### src/rtl/core/swm_pkg.sv
`timescale 1ns / 1ps
`default_nettype none
// ============================================================================
// swm_pkg: shared types and constants of the sliding-window median filter
// Sample width, default window depth, the sorter state encoding and the
// command handed from the top level to the sorter at the start of an item.
// ============================================================================
package swm_pkg;

  localparam int SAMPLE_W       = 15;
  localparam int TDATA_W        = 16;
  localparam int WINDOW_DEFAULT = 10;

  typedef logic [SAMPLE_W-1:0] sample_t;

  // Sorter sequencer states.
  typedef enum logic [2:0] {
    ST_IDLE,
    ST_FIND,
    ST_DIR,
    ST_BUBBLE,
    ST_LOW,
    ST_HIGH
  } swm_state_t;

  // Everything the sorter needs to know about a newly accepted beat.
  typedef struct packed {
    logic    full;
    sample_t new_val;
    sample_t old_val;
  } swm_cmd_t;

endpackage : swm_pkg
`default_nettype wire

### src/rtl/core/swm_ring.sv
`timescale 1ns / 1ps
`default_nettype none
// ============================================================================
// swm_ring: circular sample store in arrival order
// Holds the most recent samples, the fill count and the oldest slot, and
// presents the sample that the next write into a full window will evict.
// ============================================================================
module swm_ring #(
  parameter int W  = swm_pkg::WINDOW_DEFAULT,
  parameter int IW = (W > 1) ? $clog2(W) : 1,
  parameter int CW = $clog2(W + 1)
) (
  input  wire                      clk,
  input  wire                      rst_n,
  input  wire                      wr_en,
  input  wire swm_pkg::sample_t    wr_data,
  output logic                     full,
  output logic [CW-1:0]            fill,
  output swm_pkg::sample_t         old_val
);
  import swm_pkg::*;

  sample_t         store_r [W];
  logic [CW-1:0]   fill_r, fill_nxt;
  logic [IW-1:0]   oldest_r, oldest_nxt;
  logic [IW-1:0]   wr_idx;

  assign full    = (fill_r == CW'(W));
  assign fill    = fill_r;
  assign old_val = store_r[oldest_r];

  always_comb begin
    fill_nxt   = fill_r;
    oldest_nxt = oldest_r;
    wr_idx     = full ? oldest_r : fill_r[IW-1:0];
    if (wr_en) begin
      if (!full) begin
        fill_nxt = fill_r + CW'(1);
      end else if (oldest_r == IW'(W - 1)) begin
        oldest_nxt = '0;
      end else begin
        oldest_nxt = oldest_r + IW'(1);
      end
    end
  end

  always_ff @(posedge clk) begin
    if (!rst_n) begin
      fill_r   <= '0;
      oldest_r <= '0;
    end else begin
      fill_r   <= fill_nxt;
      oldest_r <= oldest_nxt;
    end
  end

  always_ff @(posedge clk) begin
    if (wr_en) begin
      store_r[wr_idx] <= wr_data;
    end
  end

endmodule : swm_ring
`default_nettype wire

### src/rtl/core/swm_sorter.sv
`timescale 1ns / 1ps
`default_nettype none
// ============================================================================
// swm_sorter: sorted copy of the window and the shared compare/add unit
// A small sequencer finds the evicted value, moves the new value to its
// place one step per cycle, then reads and averages the two middle entries.
// ============================================================================
module swm_sorter #(
  parameter int W  = swm_pkg::WINDOW_DEFAULT,
  parameter int IW = (W > 1) ? $clog2(W) : 1,
  parameter int CW = $clog2(W + 1)
) (
  input  wire                      clk,
  input  wire                      rst_n,
  input  wire                      start,
  input  wire swm_pkg::swm_cmd_t   cmd,
  input  wire [CW-1:0]             fill,
  input  wire                      out_free,
  output logic                     idle,
  output logic                     done,
  output swm_pkg::sample_t         median
);
  import swm_pkg::*;

  swm_state_t      state_r, state_nxt;
  sample_t         srt_r [W];
  sample_t         v_r, v_nxt;
  sample_t         old_r, old_nxt;
  sample_t         a_r, a_nxt;
  logic [IW-1:0]   k_r, k_nxt;
  logic [CW-1:0]   n_r, n_nxt;
  logic            up_r, up_nxt;

  logic [IW-1:0]   rd_idx;
  sample_t         rd_data;
  sample_t         cmp_b;
  logic            a_lt_b, a_eq_b;
  logic [SAMPLE_W:0] sum;
  logic            k_last, move;
  logic            we;
  sample_t         wdata;

  // Single read port into the sorted array; out-of-range reads return zero.
  always_comb begin
    case (state_r)
      ST_FIND, ST_DIR: rd_idx = k_r;
      ST_BUBBLE:       rd_idx = up_r ? (k_r + IW'(1)) : (k_r - IW'(1));
      ST_LOW:          rd_idx = IW'((n_r - CW'(1)) >> 1);
      ST_HIGH:         rd_idx = IW'(n_r >> 1);
      default:         rd_idx = k_r;
    endcase
  end

  assign rd_data = ({1'b0, rd_idx} < (IW + 1)'(W)) ? srt_r[rd_idx] : '0;

  // Shared compare and add unit.
  assign cmp_b  = (state_r == ST_FIND) ? old_r : v_r;
  assign a_lt_b = (rd_data < cmp_b);
  assign a_eq_b = (rd_data == cmp_b);
  assign sum    = {1'b0, a_r} + {1'b0, rd_data};

  assign k_last = (k_r == IW'(n_r - CW'(1)));
  assign move   = up_r ? (!k_last && a_lt_b) : ((k_r != '0) && !a_lt_b && !a_eq_b);

  assign idle   = (state_r == ST_IDLE);
  assign median = sum[SAMPLE_W:1];

  always_comb begin
    state_nxt = state_r;
    v_nxt     = v_r;
    old_nxt   = old_r;
    a_nxt     = a_r;
    k_nxt     = k_r;
    n_nxt     = n_r;
    up_nxt    = up_r;
    we        = 1'b0;
    wdata     = v_r;
    done      = 1'b0;
    case (state_r)
      ST_IDLE: begin
        if (start) begin
          v_nxt   = cmd.new_val;
          old_nxt = cmd.old_val;
          up_nxt  = 1'b0;
          if (cmd.full) begin
            n_nxt     = CW'(W);
            k_nxt     = '0;
            state_nxt = ST_FIND;
          end else begin
            // Growing window: the new value enters at the top and sinks.
            n_nxt     = fill + CW'(1);
            k_nxt     = fill[IW-1:0];
            state_nxt = ST_BUBBLE;
          end
        end
      end
      ST_FIND: begin
        if (a_eq_b || k_last) begin
          state_nxt = ST_DIR;
        end else begin
          k_nxt = k_r + IW'(1);
        end
      end
      ST_DIR: begin
        // The evicted value sits at k; a larger new value rises.
        up_nxt    = a_lt_b;
        state_nxt = ST_BUBBLE;
      end
      ST_BUBBLE: begin
        we = 1'b1;
        if (move) begin
          wdata = rd_data;
          k_nxt = up_r ? (k_r + IW'(1)) : (k_r - IW'(1));
        end else begin
          wdata     = v_r;
          state_nxt = ST_LOW;
        end
      end
      ST_LOW: begin
        a_nxt     = rd_data;
        state_nxt = ST_HIGH;
      end
      ST_HIGH: begin
        if (out_free) begin
          done      = 1'b1;
          state_nxt = ST_IDLE;
        end
      end
      default: begin
        state_nxt = ST_IDLE;
      end
    endcase
  end

  always_ff @(posedge clk) begin
    if (!rst_n) begin
      state_r <= ST_IDLE;
    end else begin
      state_r <= state_nxt;
    end
  end

  always_ff @(posedge clk) begin
    v_r   <= v_nxt;
    old_r <= old_nxt;
    a_r   <= a_nxt;
    k_r   <= k_nxt;
    n_r   <= n_nxt;
    up_r  <= up_nxt;
    if (we) begin
      srt_r[k_r] <= wdata;
    end
  end

endmodule : swm_sorter
`default_nettype wire

### src/rtl/core/sliding_window_median_top.sv
`timescale 1ns / 1ps
`default_nettype none
// Between the input beat and the result beat the sorter searches a full
// window for the evicted value, then inserts the new one step per cycle.
// Throughput: one beat per item; in_tready rises at the same edge that
// loads the result register, so no beat is taken while an item is in work.
// The sorter also holds its result while the output register is full.
// Reset: rst_n is synchronous, active low; the window is empty afterwards.
// ============================================================================
// sliding_window_median_top: running median over the last WINDOW samples
// A ring store keeps samples in arrival order, a sorter keeps a sorted copy
// and reports the median; an output register decouples the result stream.
// ============================================================================
module sliding_window_median_top #(
  parameter int WINDOW = swm_pkg::WINDOW_DEFAULT
) (
  input  wire                          clk,
  input  wire                          rst_n,
  input  wire                          in_tvalid,
  output logic                         in_tready,
  input  wire [swm_pkg::TDATA_W-1:0]   in_tdata,   // [14:0] sample, [15] zero
  output logic                         out_tvalid,
  input  wire                          out_tready,
  output logic [swm_pkg::TDATA_W-1:0]  out_tdata   // [14:0] median_value, [15] zero
);
  import swm_pkg::*;

  localparam int IW = (WINDOW > 1) ? $clog2(WINDOW) : 1;
  localparam int CW = $clog2(WINDOW + 1);

  logic          in_beat;
  logic          ring_full;
  logic [CW-1:0] ring_fill;
  sample_t       ring_old;
  swm_cmd_t      cmd;
  logic          srt_idle;
  logic          srt_done;
  sample_t       srt_median;
  logic          out_free;

  logic          out_valid_r, out_valid_nxt;
  sample_t       out_data_r, out_data_nxt;

  // A beat is accepted only when the sorter has finished the previous item;
  // a finished result may still wait in the output register meanwhile.
  assign in_tready = srt_idle;
  assign in_beat   = in_tvalid && in_tready;
  assign out_free  = !out_valid_r || out_tready;

  assign cmd.full    = ring_full;
  assign cmd.new_val = in_tdata[SAMPLE_W-1:0];
  assign cmd.old_val = ring_old;

  // The ring is written on the accept edge; the sorter latches the evicted
  // value and the pre-write fill count in the same edge.
  swm_ring #(
    .W  (WINDOW),
    .IW (IW),
    .CW (CW)
  ) u_ring (
    .clk     (clk),
    .rst_n   (rst_n),
    .wr_en   (in_beat),
    .wr_data (in_tdata[SAMPLE_W-1:0]),
    .full    (ring_full),
    .fill    (ring_fill),
    .old_val (ring_old)
  );

  swm_sorter #(
    .W  (WINDOW),
    .IW (IW),
    .CW (CW)
  ) u_sorter (
    .clk      (clk),
    .rst_n    (rst_n),
    .start    (in_beat),
    .cmd      (cmd),
    .fill     (ring_fill),
    .out_free (out_free),
    .idle     (srt_idle),
    .done     (srt_done),
    .median   (srt_median)
  );

  // Output register: loaded when the sorter finishes, cleared when taken.
  always_comb begin
    out_valid_nxt = out_valid_r;
    out_data_nxt  = out_data_r;
    if (srt_done) begin
      out_valid_nxt = 1'b1;
      out_data_nxt  = srt_median;
    end else if (out_tready) begin
      out_valid_nxt = 1'b0;
    end
  end

  always_ff @(posedge clk) begin
    if (!rst_n) begin
      out_valid_r <= 1'b0;
    end else begin
      out_valid_r <= out_valid_nxt;
    end
  end

  always_ff @(posedge clk) begin
    out_data_r <= out_data_nxt;
  end

  assign out_tvalid = out_valid_r;
  assign out_tdata  = {{(TDATA_W - SAMPLE_W){1'b0}}, out_data_r};

  // After a beat is taken, the sorter is not ready again in the next cycle.
  a_busy_after_beat: assert property (@(posedge clk) disable iff (!rst_n)
    in_beat |=> !in_tready)
    else $error("input accepted on consecutive cycles");

  // A finished result never overwrites one that has not been delivered.
  a_no_overwrite: assert property (@(posedge clk) disable iff (!rst_n)
    srt_done |-> (!out_valid_r || out_tready))
    else $error("result register overwritten");

  // The fill count stays within the window depth.
  a_fill_range: assert property (@(posedge clk) disable iff (!rst_n)
    ring_fill <= CW'(WINDOW))
    else $error("fill count beyond window depth");

  // After finishing, the sorter returns to idle and raises the input ready.
  a_done_then_idle: assert property (@(posedge clk) disable iff (!rst_n)
    srt_done |=> in_tready)
    else $error("sorter not idle after finishing");

endmodule : sliding_window_median_top
`default_nettype wire

### config.mk
export PLATFORM = sky130hd
export DESIGN_NAME = sliding_window_median_top
export DESIGN_NICKNAME = d
export VERILOG_FILES = /design/src/rtl/core/swm_pkg.sv /design/src/rtl/core/swm_ring.sv /design/src/rtl/core/swm_sorter.sv /design/src/rtl/core/sliding_window_median_top.sv
export SDC_FILE = /design/constraint.sdc
export NUM_CORES = 1
export LEC_CHECK = 0
export BUFFER_PORTS_ARGS = -buffer_cell sky130_fd_sc_hd__buf_2
export CAP_MARGIN = 10
export CORE_MARGIN = 3
export CORE_UTILIZATION = 55
export CTS_CLUSTER_SIZE = 20
export DETAILED_ROUTE_END_ITERATION = 8
export PLACE_DENSITY = 0.71
export REMOVE_ABC_BUFFERS = 1
export SLEW_MARGIN = 40
export SYNTH_ARGS = -nofsm -noshare
export SYNTH_HDL_FRONTEND = slang
export SYNTH_SLANG_ARGS = --single-unit
### constraint.sdc
create_clock -name clk -period 7.1 [get_ports clk]
set_clock_uncertainty 0.15 [all_clocks]
set_input_delay 1.42 -clock clk [delete_from_list [all_inputs] [get_ports clk]]
set_output_delay 1.42 -clock clk [all_outputs]
set_load 0.02 [all_outputs]
==> impl_metrics.py, run 1 <==
metrics = {
    "yosys": {
        "postSynthAreaPerCell_um2": 15.49,
        "async_flop_share_pct": 0,
        "synthDistinctLibCells": 64,
        "synth_top_cell_by_area": "edfxtp_1",
        "synth_edf_count": 369,
        "synth_area_leaders": "edfxtp_1 (67%), mux2i_1 (4.5%), mux4_2 (4.1%), ha_1 (2.8%), a211oi_1 (2.6%)",
        "syn_area_mm2": 0.01660,
        "yosysSeqAreaShare_pct": 68.19,
        "yosysWarnings": 0,
        "synthCells": 1072,
        "ys.flop_type": "edfxtp_1",
        "synth_top_area_share_pct": 66.74,
        "synth-seq-cells": 381,
    },
    "global_routing": {
        "grtUsageMet3_pct": 3.355,
        "grt_pass1_wl_mm": 49.77,
        "met2_usage_pct": 32.97,
        "grt_usage_pct": 19.35,
        "overflow": 0,
        "grt_max_degree": 80,
        "grt_busiest_layer": "met2",
        "grt_pass1_vias": 8912,
        "grt_antenna_before_repair": 0,
        "use_met1_pct": 26.64,
    },
    "power_and_ir_drop": {
        "seqPwrFrac_pct": 37.3,
        "power_frac_clock_pct": 24.7,
        "leakage_nw": 6.271,
        "ir_drop_v": 0.0003103,
        "combPwrFrac_pct": 37.9,
        "power_density_mw_per_mm2": 429.8,
        "p_sw_w": 0.002771,
        "p_int_w": 0.005191,
        "swShare_pct": 34.81,
    },
    "timing": {
        "setup_violations": 0,
        "rsz0062_at_grt": "false",
        "timing.slew.headroom_pct": 44.52,
        "fmaxAchievable_mhz": 157.0,
        "slew_viol_final": 0,
        "final.min_clock_period_ps": 6368,
        "period_share_pct": 89.69,
        "tightestPinTransition_ps": 832.2,
        "hold_ws_ps": 458.2,
        "final.setup.tns_ps": 0,
        "hold_viol_final": 0,
    },
    "cells_and_area": {
        "final_util_pct": 63.34,
        "final_cell_mix": "edfxtp_1 (369), mux2i_1 (74), a21oi_1 (61), a211oi_1 (57), nor2b_1 (56)",
        "antenna_cells": 0,
        "layout_commonest_cell": "edfxtp_1",
        "syn2layout_area_growth_pct": 11.58,
        "final_nets": 1179,
        "drive_above_1_share_pct": 17.71,
    },
    "setup_path": {
        "ff2ff_setup_slack_ps": 730,
        "crit_required_ps": 7190,
        "cp_top_family": "compound AO/OA/AOI/OAI gates",
        "crit_top_cell": "o21a_1",
        "worstSetupStartpointType": "flop",
        "cp_max_fo": 79,
        "cp-end-kind": "flop",
        "arrival_ps": 6460,
        "worst-path-stages": 24,
        "cpPeakStageDelay_ps": 590,
        "path_cells": "inv_1 -> ha_1 -> xnor2_1 -> and2_1 -> nor2_4 -> buf_12 -> mux2i_1 -> nand2_1 -> o211ai_1 -> a21oi_1 -> a31oi_1 -> inv_1 -> ha_1 -> nor2b_1 -> o21a_1 -> o21a_1 -> o21a_1 -> o21a_1 -> o21ai_1 -> a21oi_1 -> nor4b_2 -> o21ai_1 -> buf_4 -> mux2i_1",
        "critPathSlowestCell": "edfxtp_1",
        "cp_num_buf_inv": 4,
        "ff2ff_path_depth": 24,
        "crit_type": "flop to flop",
    },
    "floorplan": {
        "dieWidth_um": 179.7,
        "pin_count": 38,
        "rows": 62,
        "core-area_mm2": 0.02925,
        "die_area_mm2": 0.03231,
        "start_util_pct": 56.77,
        "die_y_um": 179.7,
    },
    "clocking": {
        "cts.repair.resized": 0,
        "cts_tree": "built",
        "path_clk_slew_ps": 60,
        "cts.sinks": 381,
        "post_cts_buffers": 0,
        "cts_buffers": 39,
        "clk_path_buf_depth": 3,
        "ctsHoldBuffers": 0,
        "worst_skew_pair.late_latency_ps": 530,
        "cts-root-buf": "clkbuf_16",
        "htreeDepth": 2,
    },
    "drt": {
        "vias": 9020,
        "dr.pass1.iters": 5,
        "viasPerCell": 5.872,
        "ant_nets": 0,
        "wirelength_mm": 31.35,
        "wl_per_cell_um": 20.41,
        "drc": 0,
        "first_iter_violations": 642,
    },
    "placement": {
        "globalplace.congestion": 0.8298,
        "dp_hpwl_mm": 19.55,
        "portBuffers": 35,
    },
    "worst_hold_path": {
        "hp-class": "flop to flop",
        "hold-path-cell-count": 1,
    },
    "flow_run": {
        "maxCapViolations": 0,
    },
    "status": {
        "status": "finished clean",
    },
}
-- per-stage QoR --
step / setup slack [ps] / cell area, µm² / cells / power (W)
CTS: 732.1 / 18520 / 1536 / 0.007996
global route: 354.7 / 18530 / 1536 / 0.008450
floorplan: -1842 / 16340 / 1013 / 0.005149
finish: 732.0 / 18530 / 1536 / 0.007962
global placement: 946.5 / 17250 / 1463 / 0.005938
detailed placement: 792.7 / 17280 / 1464 / 0.006012
-- power by group through the flow --
stage / clock network, W / registers [W] / logic, W
final: 0.00197 / 0.00297 / 0.00302
after global routing: 0.00210 / 0.00299 / 0.00336
after CTS: 0.00200 / 0.00297 / 0.00302
after detailed placement: 0 / 0.00302 / 0.00299
after global placement: 0 / 0.00301 / 0.00293
after floorplan: 0 / 0.00298 / 0.00217
-- cell type report --
| class | count | area [µm²] |
|---|---|---|
| repair buffers | 67 | 440.4 |
| fillers | 2127 | 10720 |
| clock inverters | 24 | 210.2 |
| inverters | 24 | 90.09 |
| well taps | 384 | 480.5 |
| multi-input cells | 608 | 4947 |
| flip-flops and latches | 381 | 11330 |
| clock buffers | 48 | 1031 |
-- synthesized netlist by cell type, types with 9 or more instances --
cell type	number
and3_1	9
nor2b_1	56
edfxtp_1	369
nand2_1	25
a21boi_0	9
mux2_2	19
buf_2	15
a211oi_1	57
o21ai_0	24
a21oi_1	61
ha_1	37
dfxtp_1	12
nor2_1	36
o21a_1	10
o22ai_1	15
clkbuf_1	33
inv_1	23
nor3_1	13
mux4_2	30
mux2i_1	74
nand3_1	11
xnor2_1	19
-- state kept, by name, indices dropped and copies added (netlist names), 15 cells and up --
name and count:
out_data_r 15, u_sorter.old_r 15, u_sorter.srt_r 150, u_sorter.a_r 15, u_ring.store_r 150, u_sorter.v_r 15
-- kinds of logic after synthesis --
kind of cell	synth area share, %
DFF	68.19
AOI/OAI and AO/OA	9.089
and+or+nand+nor	6.511
muxes	9.888
buffers and inverters	2.125
adders and majority gates	2.909
xor gates and xnor gates	1.266
other	0.02259
-- worst paths after layout --
| check | endpoint | from |
|---|---|---|
| max | u_sorter.srt_r[5][1] | u_sorter.k_r[0] |
| min | u_sorter.n_r[0] | u_ring.fill[0] |
| max reg2reg | u_sorter.srt_r[5][1] | u_sorter.k_r[0] |
| min reg2reg | u_sorter.n_r[0] | u_ring.fill[0] |
-- per-layer routing --
layer  wire length (µm)  vias to the layer above
li1                   -                     4311
met1              13650                     4477
met2              15880                      192
met3               1410                       40
met4                405                        0
met5                  0                        -
(Power assumes the default switching activity.)
==> inputs of run 2 (changes only) <==
Settings changed: CTS_BUF_LIST set to sky130_fd_sc_hd__clkbuf_2, TNS_END_PERCENT set to 5.
==> impl_metrics.py, run 2 (synthesis gave the netlist of run 1 again) <==
metrics = {
    "global_routing": {
        "overflow": 0,
        "grt_antenna_before_repair": 1,
        "grt_pass1_vias": 9372,
        "grt_usage_pct": 19.66,
        "grt_pass1_wl_mm": 50.60,
        "grt_max_degree": 80,
    },
    "flow_run": {
        "maxCapViolations": 0,
    },
    "floorplan": {
        "core-area_mm2": 0.02925,
        "start_util_pct": 56.77,
        "dieWidth_um": 179.7,
        "die_area_mm2": 0.03231,
        "pin_count": 38,
        "die_y_um": 179.7,
        "rows": 62,
    },
    "timing": {
        "tightestPinTransition_ps": 822.9,
        "period_share_pct": 89.70,
        "hold_viol_final": 0,
        "final.setup.tns_ps": 0,
        "timing.slew.headroom_pct": 45.14,
        "rsz0062_at_grt": "false",
        "hold_ws_ps": 468.7,
        "slew_viol_final": 0,
        "setup_violations": 0,
        "fmaxAchievable_mhz": 157.0,
        "final.min_clock_period_ps": 6369,
    },
    "clocking": {
        "ctsHoldBuffers": 0,
        "path_clk_slew_ps": 100,
        "cts.sinks": 381,
        "post_cts_buffers": 0,
        "cts-root-buf": "clkbuf_2",
        "cts_tree": "built",
        "htreeDepth": 3,
        "cts_buffers": 95,
        "cts.repair.resized": 0,
        "clk_path_buf_depth": 3,
        "worst_skew_pair.late_latency_ps": 880,
    },
    "setup_path": {
        "cp_num_buf_inv": 4,
        "crit_type": "flop to flop",
        "cp-end-kind": "flop",
        "path_cells": "inv_1 -> ha_1 -> xnor2_1 -> and2_1 -> nor2_4 -> buf_12 -> mux2i_1 -> nand2_1 -> o211ai_1 -> a21oi_1 -> a31oi_1 -> inv_1 -> ha_1 -> nor2b_1 -> o21a_1 -> o21a_1 -> o21a_1 -> o21a_1 -> o21ai_1 -> a21oi_1 -> nor4b_2 -> o21ai_1 -> buf_4 -> mux2i_1",
        "crit_top_cell": "o21a_1",
        "cp_top_family": "compound AO/OA/AOI/OAI gates",
        "arrival_ps": 6780,
        "cpPeakStageDelay_ps": 600,
        "critPathSlowestCell": "edfxtp_1",
        "cp_max_fo": 79,
        "worstSetupStartpointType": "flop",
        "crit_required_ps": 7510,
    },
    "power_and_ir_drop": {
        "leakage_nw": 6.290,
        "power_density_mw_per_mm2": 407.5,
        "ir_drop_v": 0.0002132,
    },
    "status": {
        "status": "finished clean",
    },
    "cells_and_area": {
        "design_area_mm2": 0.01815,
        "final_cell_mix": "edfxtp_1 (369), clkbuf_2 (130), mux2i_1 (74), a21oi_1 (61), a211oi_1 (57)",
        "reg_top3": "u_ring.store_r (150), u_sorter.srt_r (150)",
        "syn2layout_area_growth_pct": 9.315,
        "final_nets": 1235,
        "layout_commonest_cell": "edfxtp_1",
        "fillCellCount": 2232,
        "drive_above_1_share_pct": 22.95,
        "final_util_pct": 62.06,
    },
    "placement": {
        "dp_hpwl_mm": 19.55,
        "portBuffers": 35,
        "place_area_mm2": 0.01728,
        "globalplace.congestion": 0.8298,
    },
    "drt": {
        "dr.pass1.iters": 4,
        "wirelength_mm": 31.74,
        "viasPerCell": 5.703,
        "vias": 9301,
        "wl_per_cell_um": 19.46,
        "ant_nets": 0,
        "drc": 0,
        "first_iter_violations": 687,
    },
    "worst_hold_path": {
        "hp-class": "flop to flop",
    },
}
## run 2: cell count changes in the layout (fill, tap and decap cells not counted), sizes merged
cell and delta:
clkbuf +82, clkinv +13, bufinv -1, clkinvlp +1, diode +1, inv -1
## run 2: cell type report
type	instances	area [µm²]	area share, %
diodes	1	2.502	0.01379
clock buffers	130	650.6	3.585
clock inverters	36	211.5	1.165
inverters	24	90.09	0.4964
multi-input cells	608	4949	27.27
flip-flops and latches	381	11320	62.40
well taps	384	480.5	2.647
repair buffers	67	440.4	2.427
## run 2: path summary, 6_finish.rpt
check / cells past startpoint / startpoint / end / slack (ps)
max: 24 / u_sorter.k_r[0] / u_sorter.srt_r[6][1] / 730
max reg2reg: 24 / u_sorter.k_r[0] / u_sorter.srt_r[6][1] / 730
min: 2 / u_ring.store_r[8][0] / u_sorter.old_r[0] / 470
min reg2reg: 2 / u_ring.store_r[8][0] / u_sorter.old_r[0] / 470
## run 2: worst register-to-register path, stage by stage, from the launching register on
cell	delay, ps
edfxtp_1	600
inv_1	180
ha_1	370
xnor2_1	170
and2_1	220
nor2_4	220
buf_12	370
mux2i_1	240
nand2_1	70
o211ai_1	130
a21oi_1	100
a31oi_1	340
inv_1	170
ha_1	330
nor2b_1	130
o21a_1	170
o21a_1	170
o21a_1	160
o21a_1	170
o21ai_1	110
a21oi_1	140
nor4b_2	420
o21ai_1	150
buf_4	240
mux2i_1	570
## run 2: metal layers
layer	wire length, µm	vias to the layer above	global-route usage (%)
met3	1234	50	3.779
met4	538	0	6.250
met1	13950	4570	26.19
li1	-	4484	-
met5	0	-	0
met2	16020	197	33.10
## run 2: per-stage QoR
| step | power [W] | worst slack (ps) | std cells |
|---|---|---|---|
| after global placement | 0.005938 | 946.5 | 1463 |
| after global routing | 0.007941 | 353.7 | 1631 |
| after CTS | 0.007446 | 766.3 | 1630 |
| after floorplan | 0.005149 | -1842 | 1013 |
| after detailed placement | 0.006012 | 792.7 | 1464 |
| final | 0.007396 | 731.0 | 1631 |
## run 2: where the power goes
part           internal, W  switching, W
clock             0.000574      0.000840
combinational      0.00120       0.00181
sequential         0.00284      0.000133
total              0.00461       0.00278
==> inputs of run 3 (changes only) <==
Settings changed: REMOVE_ABC_BUFFERS 1 to unset.
==> impl_metrics.py, run 3 (synthesis gave the netlist of run 1 again) <==
metrics = {
    "placement": {
        "dp_hpwl_mm": 20.53,
        "place_ws_ps": 820.8,
        "place_area_mm2": 0.01729,
        "portBuffers": 35,
        "globalplace.congestion": 0.8013,
    },
    "setup_path": {
        "ff2ff_path_depth": 22,
        "worstSetupStartpointType": "flop",
        "cp-startpoint": "u_sorter.k_r[0]",
        "cp-end-kind": "flop",
        "r2r_end": "u_sorter.srt_r[9][10]",
        "crit_required_ps": 7540,
        "crit_type": "flop to flop",
        "cpPeakStageDelay_ps": 600,
        "ff2ff_setup_slack_ps": 790,
        "critPathSlowestCell": "edfxtp_1",
        "arrival_ps": 6750,
        "cp_max_fo": 37,
        "path_cells": "inv_1 -> ha_1 -> xnor2_1 -> and2_1 -> nor2_4 -> buf_4 -> mux2i_1 -> a211oi_1 -> a21oi_1 -> o22ai_1 -> ha_1 -> a21o_1 -> a21oi_1 -> nor2b_1 -> o21ai_0 -> nand2b_1 -> a21oi_1 -> o21ai_0 -> o21a_1 -> o21ai_1 -> buf_4 -> mux2_2",
        "crit_top_cell": "a21oi_1",
        "crit_end": "u_sorter.srt_r[9][10]",
        "worstReg2RegStart": "u_sorter.k_r[0]",
    },
    "power_and_ir_drop": {
        "combPwrFrac_pct": 40.8,
        "p_int_w": 0.004615,
        "ir_drop_v": 0.0001750,
        "seqPwrFrac_pct": 39.8,
        "power_frac_clock_pct": 19.4,
        "leakage_nw": 6.310,
        "swShare_pct": 37.82,
        "p_sw_w": 0.002807,
        "power_density_mw_per_mm2": 408.3,
    },
    "clocking": {
        "cts.repair.resized": 0,
        "cts_tree": "built",
        "clk_path_buf_depth": 3,
        "cts.sinks": 381,
        "cts-root-buf": "clkbuf_2",
        "ctsHoldBuffers": 0,
        "htreeDepth": 3,
        "worst_skew_pair.late_latency_ps": 940,
        "post_cts_buffers": 0,
        "path_clk_slew_ps": 110,
        "cts_buffers": 94,
    },
    "drt": {
        "wirelength_mm": 32.50,
        "ant_nets": 0,
        "wl_per_cell_um": 19.89,
        "vias": 9382,
        "drc": 0,
        "dr.pass1.iters": 5,
        "first_iter_violations": 950,
        "viasPerCell": 5.742,
    },
    "floorplan": {
        "pin_count": 38,
        "rows": 62,
        "dieWidth_um": 179.7,
        "core-area_mm2": 0.02925,
        "start_util_pct": 56.77,
        "die_area_mm2": 0.03231,
        "die_y_um": 179.7,
    },
    "cells_and_area": {
        "layout_commonest_cell": "edfxtp_1",
        "syn2layout_area_growth_pct": 9.503,
        "final_cell_mix": "edfxtp_1 (369), clkbuf_2 (133), mux2i_1 (74), a21oi_1 (61), a211oi_1 (57)",
        "fillCellCount": 2212,
        "design_area_mm2": 0.01818,
        "reg_top3": "u_ring.store_r (150), u_sorter.srt_r (150)",
        "final_util_pct": 62.16,
        "regArea_mm2": 0.01132,
        "final_nets": 1237,
        "drive_above_1_share_pct": 23.54,
        "multi_input_area_mm2": 0.004952,
    },
    "global_routing": {
        "grt_max_degree": 41,
        "grt_usage_pct": 20.23,
        "grt_pass1_vias": 9619,
        "grt_pass1_wl_mm": 51.76,
        "overflow": 0,
        "grt_antenna_before_repair": 1,
    },
    "timing": {
        "final.setup.tns_ps": 0,
        "period_share_pct": 88.92,
        "rsz0062_at_grt": "false",
        "fmaxAchievable_mhz": 158.4,
        "setup_ws_ps": 786.8,
        "setup_violations": 0,
        "timing.slew.headroom_pct": 51.95,
        "slew_viol_final": 0,
        "hold_ws_ps": 469.3,
        "hold_viol_final": 0,
        "tightestPinTransition_ps": 713.2,
        "final.min_clock_period_ps": 6313,
    },
    "flow_run": {
        "maxCapViolations": 0,
    },
    "status": {
        "status": "finished clean",
    },
    "yosys": {
        "synthesis.nets": 1130,
    },
    "worst_hold_path": {
        "hp-class": "flop to flop",
    },
}
-- run 3: how the worst min path moves through the flow --
| stage | startpoint | endpoint | slack, ps | cells past startpoint |
|---|---|---|---|---|
| 2_1_floorplan | u_ring.fill[0] | u_sorter.n_r[0] | 380 | 1 |
| 3_3_place_gp | u_ring.fill[0] | u_sorter.n_r[0] | 440 | 1 |
| 3_5_place_dp | u_ring.fill[0] | u_sorter.n_r[0] | 450 | 1 |
| 4_1_cts | u_ring.fill[0] | u_sorter.n_r[0] | 470 | 1 |
| 5_1_grt | u_ring.fill[0] | u_sorter.n_r[0] | 500 | 1 |
| 6_report | u_ring.store_r[8][0] | u_sorter.old_r[0] | 470 | 2 |
-- run 3: critical path: cells and delay by family (launching register included) --
kind	cells	cell delay, ps
multiplexers	2	590
buffers and inverters	3	890
AND/OR/NAND/NOR	4	550
XOR/XNOR	1	170
flip-flops	1	600
AO/OA/AOI/OAI	10	2350
adder cells (fa/ha/maj)	2	710
-- run 3: cell type report --
class	instances	area share (%)
Antenna cell	1	0.01376
Inverter	24	0.4955
Tap cell	384	2.643
Clock buffer	133	3.661
Timing Repair Buffer	70	2.478
Clock inverter	33	1.177
Sequential cell	381	62.29
Multi-Input combinational cell	608	27.24
-- run 3: power by group through the flow --
| stage | combinational [W] | sequential, W | clock [W] |
|---|---|---|---|
| 4_1_cts | 0.00304 | 0.00295 | 0.00149 |
| 3_5_place_dp | 0.00303 | 0.00300 | 0 |
| 3_3_place_gp | 0.00297 | 0.00299 | 0 |
| 2_1_floorplan | 0.00225 | 0.00294 | 0 |
| 6_report | 0.00303 | 0.00295 | 0.00144 |
| 5_1_grt | 0.00338 | 0.00297 | 0.00162 |
-- run 3: routing by layer --
layer / wire [µm] / track usage, %
met1: 13880 / 26.59
met2: 16130 / 33.82
met3: 1658 / 3.820
met4: 826 / 7.797
met5: 0 / 0
-- run 3: stage by stage --
| stage | cells | total power, W |
|---|---|---|
| 6_report | 1634 | 0.007422 |
| 5_1_grt | 1634 | 0.007969 |
| 4_1_cts | 1633 | 0.007484 |
| 3_5_place_dp | 1467 | 0.006027 |
| 3_3_place_gp | 1466 | 0.005961 |
| 2_1_floorplan | 1072 | 0.005184 |
